[src/rtl/core/mlpq_pkg.sv]
// Shared types, constants and helpers for the multilevel priority FIFO.
// Used by every module of the block except the generic RAM; depends on nothing.
package mlpq_pkg;

  localparam int NUM_LEVELS  = 32;
  localparam int LEVEL_DEPTH = 16;
  localparam int ITEM_WIDTH  = 32;

  localparam int LVL_W  = $clog2(NUM_LEVELS);
  localparam int PTR_W  = $clog2(LEVEL_DEPTH);
  localparam int FILL_W = $clog2(LEVEL_DEPTH + 1);
  localparam int ADDR_W = $clog2(NUM_LEVELS * LEVEL_DEPTH);
  localparam int TOT_W  = $clog2(NUM_LEVELS * LEVEL_DEPTH + 1);

  localparam int CFG_W     = 6;
  localparam int ACT_W     = CFG_W + 1;
  localparam int PADDR_W   = 3;
  localparam int PDATA_W   = 32;
  localparam int IN_ITEM_W = 32;
  localparam int PRIO_W    = 5;
  localparam int CNT_W     = 10;

  localparam logic [CFG_W-1:0] NUM_LEVELS_RESET = CFG_W'(32);
  localparam logic [PADDR_W-1:0] REG_NUM_LEVELS = PADDR_W'(0);

  localparam logic REQ_PUSH = 1'b0;
  localparam logic REQ_POP  = 1'b1;

  localparam logic [1:0] ST_OK    = 2'd0;
  localparam logic [1:0] ST_EMPTY = 2'd1;
  localparam logic [1:0] ST_RANGE = 2'd2;
  localparam logic [1:0] ST_FULL  = 2'd3;

  typedef struct packed {
    logic [PTR_W-1:0]  head;
    logic [PTR_W-1:0]  tail;
    logic [FILL_W-1:0] fill;
  } meta_t;

  localparam int META_W = $bits(meta_t);

  function automatic logic [PTR_W-1:0] ptr_next(input logic [PTR_W-1:0] p);
    logic [PTR_W-1:0] r;
    if (p == PTR_W'(LEVEL_DEPTH - 1)) begin
      r = '0;
    end else begin
      r = p + PTR_W'(1);
    end
    return r;
  endfunction

  function automatic logic [ADDR_W-1:0] slot_addr(input logic [LVL_W-1:0] lvl,
                                                  input logic [PTR_W-1:0] ptr);
    logic [ADDR_W-1:0] base;
    base = ADDR_W'(ADDR_W'(lvl) * ADDR_W'(LEVEL_DEPTH));
    return base + ADDR_W'(ptr);
  endfunction

endpackage

[src/rtl/core/mlpq_cfg.sv]
// APB-style configuration register file holding the number of levels in use.
// Depends on mlpq_pkg for widths, address map and reset value.
module mlpq_cfg import mlpq_pkg::*; (
  input  logic               clk,
  input  logic               rst_n,
  input  logic               psel,
  input  logic               penable,
  input  logic               pwrite,
  input  logic [PADDR_W-1:0] paddr,
  input  logic [PDATA_W-1:0] pwdata,
  output logic [PDATA_W-1:0] prdata,
  output logic               pready,
  output logic [CFG_W-1:0]   num_levels
);

  logic [CFG_W-1:0] num_levels_r;
  logic             hit;

  assign pready = 1'b1;
  assign hit    = (paddr[PADDR_W-1] == REG_NUM_LEVELS[PADDR_W-1]);

  always_ff @(posedge clk) begin
    if (!rst_n) begin
      num_levels_r <= NUM_LEVELS_RESET;
    end else if (psel && penable && pwrite && pready && hit) begin
      num_levels_r <= pwdata[CFG_W-1:0];
    end
  end

  assign prdata     = hit ? PDATA_W'(num_levels_r) : '0;
  assign num_levels = num_levels_r;

endmodule

[config.mk]
export PLATFORM = sky130hd
export DESIGN_NAME = mlpq_cfg
export DESIGN_NICKNAME = d
export VERILOG_FILES = /design/src/rtl/core/mlpq_pkg.sv /design/src/rtl/core/mlpq_cfg.sv
export SDC_FILE = /design/constraint.sdc
export NUM_CORES = 1
export LEC_CHECK = 0
export BUFFER_PORTS_ARGS = -buffer_cell sky130_fd_sc_hd__buf_2
export CAP_MARGIN = 10
export CORE_MARGIN = 2
export CORE_UTILIZATION = 25
export DETAILED_ROUTE_END_ITERATION = 8
export GPL_ROUTABILITY_DRIVEN = 0
export PLACE_DENSITY = 0.74
export REMOVE_ABC_BUFFERS = 1
export SETUP_SLACK_MARGIN = 0.15
export SLEW_MARGIN = 20
export SYNTH_ARGS = -nofsm -noshare
export SYNTH_HDL_FRONTEND = slang
export SYNTH_SLANG_ARGS = --single-unit
[constraint.sdc]
create_clock -name clk -period 0.8 [get_ports clk]
set_input_delay 0.16 -clock clk [delete_from_list [all_inputs] [get_ports clk]]
set_output_delay 0.16 -clock clk [all_outputs]
set_load 0.03 [all_outputs]
; Yosys cells after proc, flatten, opt, wreduce, memory -nomap -nowiden
; Cells that the tools add are included.
[word_totals]
register_bits = 6
input_bits = 40
output_inout_bits = 39
[op_classes]
n_mux = 1
bitwise_logic = 1
reduce_logical = 3
[ops]
columns = cell, count
row1 = 6-bit 2-to-1 mux, 1
row2 = 1-bit logical AND, 3
row3 = 1-bit NOT, 1

; Logic depth before layout (Yosys ltp)
[depth]
ltp_word = 3
ltp_mapped = 3

; Worst setup path after synthesis
; Ideal clock, no wire load.
[synth_path]
path_type = reg2out
start = reg num_levels_r[5] (netlist: num_levels[5])
end = out prdata[5]
t_arrival_ns = 0.784
t_required_ns = 0.640
path_slack_ns = -0.144
stages_incl_launch_ff = 2
path_cell_list = dfxtp_1 > and2b_2
[synth_between]
elab_chain_len = 1
[synth_rtl]
columns = item, line
row1 = "start, declared", mlpq_cfg.sv:16  ; logic [CFG_W-1:0] num_levels_r;
row2 = "start signal, assigned", mlpq_cfg.sv:26  ; num_levels_r <= pwdata[CFG_W-1:0];
row3 = 6-bit 2-to-1 mux, mlpq_cfg.sv:30  ; assign prdata = hit ? PDATA_W'(num_levels_r) : '0;
row4 = "end, declared", mlpq_cfg.sv:11  ; output logic [PDATA_W-1:0] prdata,
; Every way passes these cells.

; Worst setup path in the final report
[layout_path]
start = reg num_levels_r[1] (netlist: num_levels[1])
end = out prdata[1]
; Same word-level chain as after synthesis.

==> reports/metrics.csv <==
stage,metric,value,unit
die,ios,79,
detailed_routing,ant_nets,0,
clock_network,htreeDepth,1,
worst_setup_path,crit_fanout,2,
yosys,async_reset_ff_frac,0,
yosys,ys_warn_count,0,
timing,max_freq,0.949,GHz
placement,post-dp-hpwl,787,um
detailed_routing,drt-initial-drc-count,2,
worst_setup_path,crit_family,flip-flops,
power_and_ir_drop,peakVddDrop,483,uV
yosys,synthDistinctLibCells,10,
layout,drive_gt1_frac,0.538,
layout,fillers,200,
detailed_routing,viasPerCell,3.48,
timing,final_max_slew_viol_count,0,
yosys,synthSimpleGateAreaFrac,0.217,
layout,nets,135,
yosys,synth-xor-area-share,0,
yosys,synthMuxAreaShare,0.116,
yosys,yosys.area.top_type,buf_4,
clock_network,numCtsBuffers,3,
run_status,status,"complete, but fails checks",
clock_network,cts_tree,done,
yosys,synthCells,62,
detailed_routing,drtPass1Iterations,2,
clock_network,clkLatencyLatePin,0.24,ns
die,die_w,49.5,um
layout,area_growth,44.4,%
detailed_routing,routed_wl,1.03,mm
run_status,failed_checks,negative setup slack,
yosys,synth_compound_area_frac,0,
worst_setup_path,critPathRequiredTime,0.64,ns
worst_setup_path,end_kind,output pin,
yosys,netlist.area_leader.share,0.391,
detailed_routing,route.detailed.drc,0,
yosys,yosysSeqAreaShare,0.232,
global_route,antenna_found_initial,0,
global_route,grt_pass1_vias,382,
clock_network,cts.sinks,6,
worst_setup_path,cp.arrival,0.89,ns
placement,io_buffer_count,23,
die,die-area,0.00245,sq mm
yosys,synth_top_family_by_area,buffers and inverters,
detailed_routing,routedWlPerCell,8.58,um
power_and_ir_drop,p_leak,0.396,nW
worst_setup_path,cp-start-kind,flop,
die,rows,16,
yosys,yosysMostFrequentCell,buf_4,
worst_setup_path,crit_chain,"and2b_2, buf_6",
yosys,synth_commonest_cells,"buf_4 (27), nand2_1 (10), and2b_2 (6), dfxtp_1 (6), mux2i_1 (6)",
global_route,gr-total-overflow,0,
die,core_area,0.00196,sq mm
clock_network,clock-root-buffer,clkbuf_4,
timing,setup_viol,12,
timing,rsz0062_at_grt,true,
worst_setup_path,slowest_delay,0.32,ns
timing,clock_skew,0,ns
global_route,grt_max_degree,13,
die,die_h,49.5,um
yosys,synth-edff-count,0,
die,start_util,0.264,
clock_network,hold_buffers,0,
timing,worst_slack,-0.253,ns
worst_setup_path,critical-path-slowest-cell,dfxtp_2,
timing,period_needed,1.05,ns
yosys,synthAdderAreaFrac,0,
yosys,synthFlopType,dfxtp_1,
yosys,synth.avg_cell_area,8.35,sq um
layout,final_core_util,0.381,
clock_network,path_clk_slew,0.04,ns
global_route,grt_pass1_wl,1.50,mm
worst_hold_path,hold_class,in -> reg,
yosys,syn_area,518,sq um
layout,largest_reg_flops,6,
yosys,yosys-top-cells-area,"buf_4 (39%), dfxtp_1 (23%), mux2i_1 (12%)",
placement,dp_slack,-0.148,ns
global_route,grt_usage,0.0848,
timing,min_period_over_period,1.32,
flow_run,drv_cap,0,
worst_setup_path,crit_buf_inv,1,
layout,antenna_cells,0,
clock_network,cts_max_path_buffers,2,
detailed_routing,vias,417,
worst_setup_path,crit_type,reg -> out,
yosys,synth_seq_cells,6,
power_and_ir_drop,power.density,1210,mW/mm^2
timing,hold_viol,0,
[what timing repair did]
item / CTS / global route
endpoints found under the setup margin: 18 / 18
gates resized for setup: 33 / 6
buffers inserted: 2 / 1
[logic make-up (layout without fill, tap and decap cells)]
kind of cell / count (synthesis) / count (layout)
multiplexers: 6 / 6
AND/OR/NAND/NOR: 19 / 19
other: 2 / 27
buffers and inverters: 29 / 35
flip-flops: 6 / 6
[metrics by stage]
step | std cells | TNS (ns) | power [W] | instance area (sq um) | hold slack (ns)
after CTS | 119 | -2.21 | 0.000913 | 722 | 0.152
after global routing | 120 | -2.51 | 0.000957 | 748 | 0.161
after global placement | 114 | -1.42 | 0.000597 | 588 | 0.411
final | 120 | -2.11 | 0.000906 | 748 | 0.159
after detailed placement | 114 | -1.53 | 0.000600 | 588 | 0.416
after floorplan | 58 | -1.08 | 0.000535 | 394 | 0.302
[report_power, final]
group	internal, W	switching [W]	total, W
Combinational	0.0000833	0.000234	0.000318
Clock	0.000170	0.000106	0.000275
Sequential	0.000308	0.00000467	0.000312
[cell type report]
class / instances / area (sq um) / area share
tap: 27 / 33.8 / 0.0452
multi-input combinational: 52 / 282 / 0.376
sequential: 6 / 128 / 0.171
clock buffer: 3 / 22.5 / 0.0301
timing repair buffer: 32 / 283 / 0.378
[placed cells by master, fill, tap and decap left out]
master     n
and2b_2    6
and4b_1    1
buf_2     10
buf_4      4
buf_6     18
clkbuf_4   3
conb_1    27
dfxtp_2    6
mux2i_1    6
nand2_1    7
nand2_2    3
nor2b_1    2
[metal layers]
metal,part of all wire,GRT usage,vias up
li1,-,-,202
met1,0.32,0.0646,182
met2,0.54,0.169,33
met3,0.13,0.0424,0
met4,0,0.0417,0
met5,0,0,-
[worst paths after layout]
kind / startpoint / end / slack [ns] / cells past startpoint
max: num_levels[1]$_SDFFE_PN0P_ / prdata[1] / -0.25 / 2
min: pwdata[2] / num_levels[2]$_SDFFE_PN0P_ / 0.16 / 3
max reg2reg: num_levels[3]$_SDFFE_PN0P_ / num_levels[3]$_SDFFE_PN0P_ / 0.06 / 4
min reg2reg: num_levels[2]$_SDFFE_PN0P_ / num_levels[2]$_SDFFE_PN0P_ / 0.47 / 2
[tightest hold or removal path, cell delays in order]
cell and delay, ns:
buf_2 0.10, nand2_1 0.04, mux2i_1 0.05
Power figures use the tool's default switching activity.
